`src/hsv2rgb_pkg.sv`:
```
// Package for the HSV to RGB converter: word types, clamp limits and
// the constants of the fixed-point scaling. No dependencies.
package hsv2rgb_pkg;

    typedef struct packed {
        logic [8:0] hue;
        logic [6:0] saturation;
        logic [6:0] brightness;
    } t_hsv_word;

    typedef struct packed {
        logic [7:0] red;
        logic [7:0] green;
        logic [7:0] blue;
    } t_rgb_word;

    typedef struct packed {
        logic en_prod;
        logic en_quot;
    } t_scale_ctrl;

    localparam logic [8:0]  HUE_MAX   = 9'd359;
    localparam logic [6:0]  PCT_MAX   = 7'd100;
    localparam logic [5:0]  SECTOR_DEG = 6'd60;
    localparam logic [12:0] W_FULL    = 13'd6000;

    // Division by 40000 as a multiplication by ceil(2^40 / 40000).
    localparam int          RECIP_SHIFT = 40;
    localparam logic [24:0] RECIP_M     = 25'd27487791;

    localparam logic [2:0] SECTOR_0 = 3'd0;
    localparam logic [2:0] SECTOR_1 = 3'd1;
    localparam logic [2:0] SECTOR_2 = 3'd2;
    localparam logic [2:0] SECTOR_3 = 3'd3;
    localparam logic [2:0] SECTOR_4 = 3'd4;
    localparam logic [2:0] SECTOR_5 = 3'd5;

endpackage

```
`src/hsv2rgb_scale.sv`:
```
// Two-stage channel scaler: floor(255 * v * w / 600000) for one weight.
// Depends on hsv2rgb_pkg.
module hsv2rgb_scale (
    input  logic                      i_clk,
    input  hsv2rgb_pkg::t_scale_ctrl  i_ctrl,
    input  logic [6:0]                i_v,
    input  logic [12:0]               i_w,
    output logic [7:0]                o_q
);

    logic [19:0] prod_vw;
    logic [23:0] n_x;
    logic [23:0] r_x;
    logic [48:0] prod_m;
    logic [7:0]  n_q;
    logic [7:0]  r_q;

    // 255 / 600000 reduces to 17 / 40000.
    assign prod_vw = 20'(i_v) * 20'(i_w);
    assign n_x     = {prod_vw, 4'b0} + {4'b0, prod_vw};
    assign prod_m  = 49'(r_x) * 49'(hsv2rgb_pkg::RECIP_M);
    assign n_q     = prod_m[hsv2rgb_pkg::RECIP_SHIFT +: 8];

    always_ff @(posedge i_clk) begin
        if (i_ctrl.en_prod) begin
            r_x <= n_x;
        end
        if (i_ctrl.en_quot) begin
            r_q <= n_q;
        end
    end

    assign o_q = r_q;

endmodule

```
`src/hsv_to_rgb_converter.sv`:
```
// HSV to RGB converter, five register stages.
// Throughput: one word per cycle while i_stall is low; each stage holds only
// while its successor is full and stalled, so bubbles close up.
// Reset clears the valid bit of every stage; data registers are not reset.
module hsv_to_rgb_converter (
    input  logic                    i_clk,
    input  logic                    i_rst_n,
    input  logic                    i_valid,
    output logic                    o_stall,
    input  hsv2rgb_pkg::t_hsv_word  i_word,
    output logic                    o_valid,
    input  logic                    i_stall,
    output hsv2rgb_pkg::t_rgb_word  o_word
);

    logic [4:0] r_vld;
    logic [4:0] en;

    logic [8:0] hue_c;
    logic [6:0] sat_c;
    logic [6:0] val_c;
    logic [2:0] n_sector;
    logic [5:0] n_frac;

    logic [2:0] r1_sector;
    logic [5:0] r1_frac;
    logic [6:0] r1_sat;
    logic [6:0] r1_val;

    logic [5:0]  frac_rise;
    logic [12:0] prod_low;
    logic [12:0] prod_fall;
    logic [12:0] prod_rise;

    logic [2:0]  r2_sector;
    logic [6:0]  r2_val;
    logic [12:0] r2_w_low;
    logic [12:0] r2_w_fall;
    logic [12:0] r2_w_rise;

    logic [2:0] r3_sector;
    logic [2:0] r4_sector;

    hsv2rgb_pkg::t_scale_ctrl scale_ctrl;
    logic [7:0] q_full;
    logic [7:0] q_low;
    logic [7:0] q_fall;
    logic [7:0] q_rise;

    hsv2rgb_pkg::t_rgb_word n_out;
    hsv2rgb_pkg::t_rgb_word r_out;

    assign en[4] = !r_vld[4] || !i_stall;
    assign en[3] = !r_vld[3] || en[4];
    assign en[2] = !r_vld[2] || en[3];
    assign en[1] = !r_vld[1] || en[2];
    assign en[0] = !r_vld[0] || en[1];
    assign o_stall = !en[0];

    always_ff @(posedge i_clk) begin
        if (!i_rst_n) begin
            r_vld <= '0;
        end else begin
            if (en[0]) r_vld[0] <= i_valid;
            if (en[1]) r_vld[1] <= r_vld[0];
            if (en[2]) r_vld[2] <= r_vld[1];
            if (en[3]) r_vld[3] <= r_vld[2];
            if (en[4]) r_vld[4] <= r_vld[3];
        end
    end

    // Stage one: clamp the inputs and split the hue into sector and offset.
    assign hue_c = (i_word.hue > hsv2rgb_pkg::HUE_MAX) ? hsv2rgb_pkg::HUE_MAX : i_word.hue;
    assign sat_c = (i_word.saturation > hsv2rgb_pkg::PCT_MAX) ?
                   hsv2rgb_pkg::PCT_MAX : i_word.saturation;
    assign val_c = (i_word.brightness > hsv2rgb_pkg::PCT_MAX) ?
                   hsv2rgb_pkg::PCT_MAX : i_word.brightness;

    always_comb begin
        logic [8:0] rem;
        if (hue_c >= 9'd300) begin
            n_sector = hsv2rgb_pkg::SECTOR_5;
            rem      = hue_c - 9'd300;
        end else if (hue_c >= 9'd240) begin
            n_sector = hsv2rgb_pkg::SECTOR_4;
            rem      = hue_c - 9'd240;
        end else if (hue_c >= 9'd180) begin
            n_sector = hsv2rgb_pkg::SECTOR_3;
            rem      = hue_c - 9'd180;
        end else if (hue_c >= 9'd120) begin
            n_sector = hsv2rgb_pkg::SECTOR_2;
            rem      = hue_c - 9'd120;
        end else if (hue_c >= 9'd60) begin
            n_sector = hsv2rgb_pkg::SECTOR_1;
            rem      = hue_c - 9'd60;
        end else begin
            n_sector = hsv2rgb_pkg::SECTOR_0;
            rem      = hue_c;
        end
        n_frac = rem[5:0];
    end

    always_ff @(posedge i_clk) begin
        if (en[0]) begin
            r1_sector <= n_sector;
            r1_frac   <= n_frac;
            r1_sat    <= sat_c;
            r1_val    <= val_c;
        end
    end

    // Stage two: channel weights 6000 - s * k.
    assign frac_rise = hsv2rgb_pkg::SECTOR_DEG - r1_frac;
    assign prod_low  = 13'(r1_sat) * 13'(hsv2rgb_pkg::SECTOR_DEG);
    assign prod_fall = 13'(r1_sat) * 13'(r1_frac);
    assign prod_rise = 13'(r1_sat) * 13'(frac_rise);

    always_ff @(posedge i_clk) begin
        if (en[1]) begin
            r2_sector <= r1_sector;
            r2_val    <= r1_val;
            r2_w_low  <= hsv2rgb_pkg::W_FULL - prod_low;
            r2_w_fall <= hsv2rgb_pkg::W_FULL - prod_fall;
            r2_w_rise <= hsv2rgb_pkg::W_FULL - prod_rise;
        end
    end

    // Stages three and four: scaling in the lane units.
    assign scale_ctrl.en_prod = en[2];
    assign scale_ctrl.en_quot = en[3];

    always_ff @(posedge i_clk) begin
        if (en[2]) r3_sector <= r2_sector;
        if (en[3]) r4_sector <= r3_sector;
    end

    hsv2rgb_scale u_scale_full (
        .i_clk  (i_clk),
        .i_ctrl (scale_ctrl),
        .i_v    (r2_val),
        .i_w    (hsv2rgb_pkg::W_FULL),
        .o_q    (q_full)
    );

    hsv2rgb_scale u_scale_low (
        .i_clk  (i_clk),
        .i_ctrl (scale_ctrl),
        .i_v    (r2_val),
        .i_w    (r2_w_low),
        .o_q    (q_low)
    );

    hsv2rgb_scale u_scale_fall (
        .i_clk  (i_clk),
        .i_ctrl (scale_ctrl),
        .i_v    (r2_val),
        .i_w    (r2_w_fall),
        .o_q    (q_fall)
    );

    hsv2rgb_scale u_scale_rise (
        .i_clk  (i_clk),
        .i_ctrl (scale_ctrl),
        .i_v    (r2_val),
        .i_w    (r2_w_rise),
        .o_q    (q_rise)
    );

    // Stage five: route the four levels to the channels by sector.
    always_comb begin
        case (r4_sector)
            hsv2rgb_pkg::SECTOR_0: begin
                n_out.red = q_full; n_out.green = q_rise; n_out.blue = q_low;
            end
            hsv2rgb_pkg::SECTOR_1: begin
                n_out.red = q_fall; n_out.green = q_full; n_out.blue = q_low;
            end
            hsv2rgb_pkg::SECTOR_2: begin
                n_out.red = q_low; n_out.green = q_full; n_out.blue = q_rise;
            end
            hsv2rgb_pkg::SECTOR_3: begin
                n_out.red = q_low; n_out.green = q_fall; n_out.blue = q_full;
            end
            hsv2rgb_pkg::SECTOR_4: begin
                n_out.red = q_rise; n_out.green = q_low; n_out.blue = q_full;
            end
            default: begin
                n_out.red = q_full; n_out.green = q_low; n_out.blue = q_fall;
            end
        endcase
    end

    always_ff @(posedge i_clk) begin
        if (en[4]) begin
            r_out <= n_out;
        end
    end

    assign o_valid = r_vld[4];
    assign o_word  = r_out;

endmodule
```
`config.mk`:
```
export PLATFORM = sky130hd
export DESIGN_NAME = hsv_to_rgb_converter
export DESIGN_NICKNAME = d
export VERILOG_FILES = /design/src/hsv2rgb_pkg.sv /design/src/hsv2rgb_scale.sv /design/src/hsv_to_rgb_converter.sv
export SDC_FILE = /design/constraint.sdc
export NUM_CORES = 2
export LEC_CHECK = 0
export ABC_CLOCK_PERIOD_IN_PS = 16600
export BUFFER_PORTS_ARGS = -buffer_cell sky130_fd_sc_hd__buf_4
export CORE_MARGIN = 4
export CORE_UTILIZATION = 42
export DETAILED_ROUTE_END_ITERATION = 7
export GPL_TIMING_DRIVEN = 0
export REMOVE_ABC_BUFFERS = 1
export SLEW_MARGIN = 5
export SYNTH_ARGS = -nofsm -noshare
export SYNTH_HDL_FRONTEND = slang
export SYNTH_SLANG_ARGS = --single-unit
```
`constraint.sdc`:
```
create_clock -name i_clk -period 16.6 [get_ports i_clk]
set_input_delay 1.66 -clock i_clk [delete_from_list [all_inputs] [get_ports i_clk]]
set_output_delay 1.66 -clock i_clk [all_outputs]
set_load 0.1 [all_outputs]
```
==> Flow_metrics.wiki <==
{| class="wikitable"
! Metric !! Value
|-
| Most Crowded Layer GR || met2
|-
| Global placer's final weighted congestion || 0.932
|-
| Cells resized by post-CTS repair || 0
|-
| Final setup viols || 0
|-
| Unrepaired setup endpoints after global routing || no
|-
| Met3 Track Usage GR || 2.92%
|-
| Worst clock skew || 57.6 ps
|-
| Cells after synthesis || 6124
|-
| Met2 Resource Use GR || 30.0%
|-
| Aggregate negative setup slack || 0 ps
|-
| Row cnt || 140
|-
| Setup crit end kind || flop
|-
| Initial DRC count || 1818
|-
| Run status || finished, final reports clean
|-
| Max incr delay on CP || 1100 ps
|-
| Layout Area Growth over Synthesis || 6.25%
|-
| Min-Delay Path Class || reg -> reg
|-
| WL final || 137000 µm
|-
| Worst slew pin tran || 1330 ps
|-
| Number of flops mapped to enable cells by yosys || 220
|-
| Most frequent standard cell in the layout excluding fill and tap cells || sky130_fd_sc_hd__inv_1
|-
| Hold buffer count at cts || 0
|-
| H-tree levels || 1
|-
| First-pass GRT wire length || 226000 µm
|-
| Residual overflow from global routing || 0
|-
| TritonCTS clock tree || yes
|-
| Met1 track demand over resource || 26.0%
|-
| Core footprint || 0.146 mm²
|-
| Critical Setup Path Class || reg -> reg
|-
| Placement Setup Slack || 8380 ps
|-
| Clock slew seen by the registers of the worst setup and hold paths || 60 ps
|-
| DR vias || 39700
|-
| Routed len/inst || 16.9 µm
|-
| Startpoint types || flop
|-
| IO Port Bufs || 52
|-
| Post-synth cell types || 82
|-
| Most used cells in the layout excluding fill and tap cells || 1828 x sky130_fd_sc_hd__inv_1, 1229 x sky130_fd_sc_hd__ha_1, 1133 x sky130_fd_sc_hd__fa_1, 220 x sky130_fd_sc_hd__edfxtp_1, 218 x sky130_fd_sc_hd__nand2_1
|-
| CP dominant cell by count || sky130_fd_sc_hd__inv_1
|-
| Period utilization || 49.6%
|-
| Number of buffers inserted during clock tree synthesis || 28
|-
| Number of max-capacitance violations reported || 0
|-
| Achievable Freq || 0.121 GHz
|-
| Bufs on Longest Clock Path || 3
|-
| Detailed Routing Iterations Pass 1 || 5
|-
| Setup WS post-layout || 8360 ps
|-
| Max Transition Viols Final || 0
|-
| Largest net degree at the start of global routing || 66
|-
| Drc violations || 0
|-
| Crit-path max FO || 10
|-
| Clock insertion delay at the later pin of the skew report || 620 ps
|-
| Die height || 393 µm
|-
| FF+latch count, synth || 225
|-
| Critical path, cell by cell || ha_1 > inv_1 > fa_1 > inv_1 > ha_1 > fa_1 > inv_1 > fa_1 > inv_1 > fa_1 > inv_1 > fa_1 > inv_1 > ha_1 > a21o_1 > a21o_1 > a2111oi_0 > o21ai_0 > a311oi_1 > a21o_1 > a31o_2 > mux2i_1 > nand4_1
|-
| Post-DR vias/cell || 4.90
|-
| Initial standard-cell utilization of the core || 42.5%
|-
| Total number of clock tree sinks || 225
|-
| Min Clock Period, post-route || 8240 ps
|-
| HPWL after DPL || 123000 µm
|-
| Cell chosen for the clock root || sky130_fd_sc_hd__clkbuf_16
|-
| Cell area after synthesis || 0.0621 mm²
|-
| Die width || 393 µm
|-
| Number of global-route vias before repair || 42800
|-
| Count of synthesis-stage warnings from yosys || 0
|-
| Final hold violation count || 0
|-
| Post-synthesis average cell area || 10.1 µm²
|-
| Number of post-CTS setup repair buffers || 0
|-
| Global-route total usage across every layer || 18.4%
|-
| Share of synthesized flip-flops with an asynchronous set or reset || 0%
|-
| Num ports || 53
|-
| Required time of the critical path || 16830 ps
|-
| Nets@finish || 8547
|-
| Number of antenna violations at the first check in global routing || 1
|-
| Worst-case headroom to the max-slew limit || 11.0%
|-
| Share of synthesized area occupied by flip-flops and latches || 10.8%
|-
| Die outline area || 0.154 mm²
|-
| Worst-path cell with the longest stage delay || sky130_fd_sc_hd__edfxtp_1
|-
| Leading register cell type out of synthesis || sky130_fd_sc_hd__edfxtp_1
|-
| Antenna-violating nets left || 0
|-
| Layout cells sized above 1 || 2.69%
|-
| Arr. time, crit path || 8470 ps
|}
==> area by class of cell <==
class                           instances  area (µm²)
Fill cell                           13800       80200
Sequential cell                       225        6710
Inverter                             1831        6880
Clock buffer                           33         729
Timing Repair Buffer                   69         838
Tap cell                             1917        2400
Multi-Input combinational cell       4003       48300
Antenna cell                            1        2.50
Clock inverter                         19         164
==> critical path: cells and delay by family (launching register included) <==
kind / cells / cell delay [ps]
AO/OA/AOI/OAI: 7 / 2330
buffers and inverters: 6 / 400
flip-flops: 1 / 1100
multiplexers: 1 / 190
AND/OR/NAND/NOR: 1 / 340
adder cells (fa/ha/maj): 8 / 3530
==> per-stage QoR <==
stage	cell area, µm²	utilization [%]	std cells	hold WS [ps]
after floorplan	61900	-	6059	400
after global placement	64700	44.2	8028	409
after detailed placement	65100	44.5	8044	406
after CTS	66000	45.1	8096	420
after global routing	66000	45.1	8097	436
final	66000	45.1	8098	420
==> sequential cells by signal, summed over array words and instances, names as in the netlist, 11 cells and up <==
signal,cells
u_scale_fall.r_x,24
r2_w_fall,13
r2_w_rise,12
u_scale_full.r_x,20
u_scale_low.r_x,22
u_scale_rise.r_x,23
o_word,24
r2_w_low,11
==> per-layer routing <==
layer | up-vias | wire length [µm]
met5 | - | 0
li1 | 19200 | -
met2 | 650 | 62200
met4 | 0 | 3090
met3 | 138 | 6730
met1 | 19800 | 64700
==> logic make-up after synthesis <==
family                     after synthesis  share of synthesized area, %
adders and majority gates             2362                          61.2
AOI/OAI and AO/OA                      605                          6.42
buffers and inverters                 1896                          11.5
xor gates and xnor gates               209                          2.95
and+or+nand+nor                        785                          6.43
DFF                                    225                          10.8
muxes                                   42                         0.695
==> final timing paths <==
kind / cells after the start / slack [ps] / endpoint / from
setup reg to reg: 23 / 8360 / u_scale_fall.o_q[7]$_DFFE_PP_ / u_scale_fall.r_x[0]$_DFFE_PP_
hold reg to reg: 0 / 420 / r2_val[0]$_DFFE_PP_ / r1_val[0]$_SDFFCE_PN0N_
setup / recovery: 23 / 8360 / u_scale_fall.o_q[7]$_DFFE_PP_ / u_scale_fall.r_x[0]$_DFFE_PP_
hold / removal: 0 / 420 / r2_val[0]$_DFFE_PP_ / r1_val[0]$_SDFFCE_PN0N_
==> synth_stat cells (5+ instances only) <==
master	count	area, µm²
sky130_fd_sc_hd__buf_1	7	26.3
sky130_fd_sc_hd__xnor2_1	140	1230
sky130_fd_sc_hd__o31a_1	5	43.8
sky130_fd_sc_hd__o21ai_0	96	480
sky130_fd_sc_hd__o21ai_1	5	25.0
sky130_fd_sc_hd__o2111ai_1	6	52.6
sky130_fd_sc_hd__nand3_1	32	160
sky130_fd_sc_hd__a21boi_0	5	37.5
sky130_fd_sc_hd__nor3_1	37	185
sky130_fd_sc_hd__inv_1	1830	6870
sky130_fd_sc_hd__nand2_1	220	826
sky130_fd_sc_hd__o21a_1	32	240
sky130_fd_sc_hd__a211oi_1	20	150
sky130_fd_sc_hd__clkbuf_1	54	203
sky130_fd_sc_hd__a31o_2	7	61.3
sky130_fd_sc_hd__a21oi_1	198	991
sky130_fd_sc_hd__o31ai_1	5	37.5
sky130_fd_sc_hd__nor2b_1	26	163
sky130_fd_sc_hd__and2_1	205	1280
sky130_fd_sc_hd__nor4_1	9	56.3
sky130_fd_sc_hd__nand2b_1	23	144
sky130_fd_sc_hd__nor3b_1	16	120
sky130_fd_sc_hd__a2111oi_0	8	70.1
sky130_fd_sc_hd__a32oi_1	10	87.6
sky130_fd_sc_hd__and3_1	17	106
sky130_fd_sc_hd__or3_1	6	37.5
sky130_fd_sc_hd__o211ai_1	10	75.1
sky130_fd_sc_hd__or2_2	12	75.1
sky130_fd_sc_hd__a31oi_1	11	68.8
sky130_fd_sc_hd__fa_1	1133	22700
sky130_fd_sc_hd__dfxtp_1	5	100
sky130_fd_sc_hd__mux2_2	9	101
sky130_fd_sc_hd__ha_1	1229	15400
sky130_fd_sc_hd__a211o_1	7	61.3
sky130_fd_sc_hd__xor2_1	69	604
sky130_fd_sc_hd__o211a_1	5	50.1
sky130_fd_sc_hd__o21bai_1	36	270
sky130_fd_sc_hd__mux2i_1	33	330
sky130_fd_sc_hd__a21o_1	87	653
sky130_fd_sc_hd__edfxtp_1	220	6610
sky130_fd_sc_hd__nor2_1	140	526
sky130_fd_sc_hd__nand4_1	24	150
sky130_fd_sc_hd__a221o_1	10	100
Power is left out: the tool's default activity adds up to more than one toggle a clock period on the data nets, which glitch-free logic cannot reach.
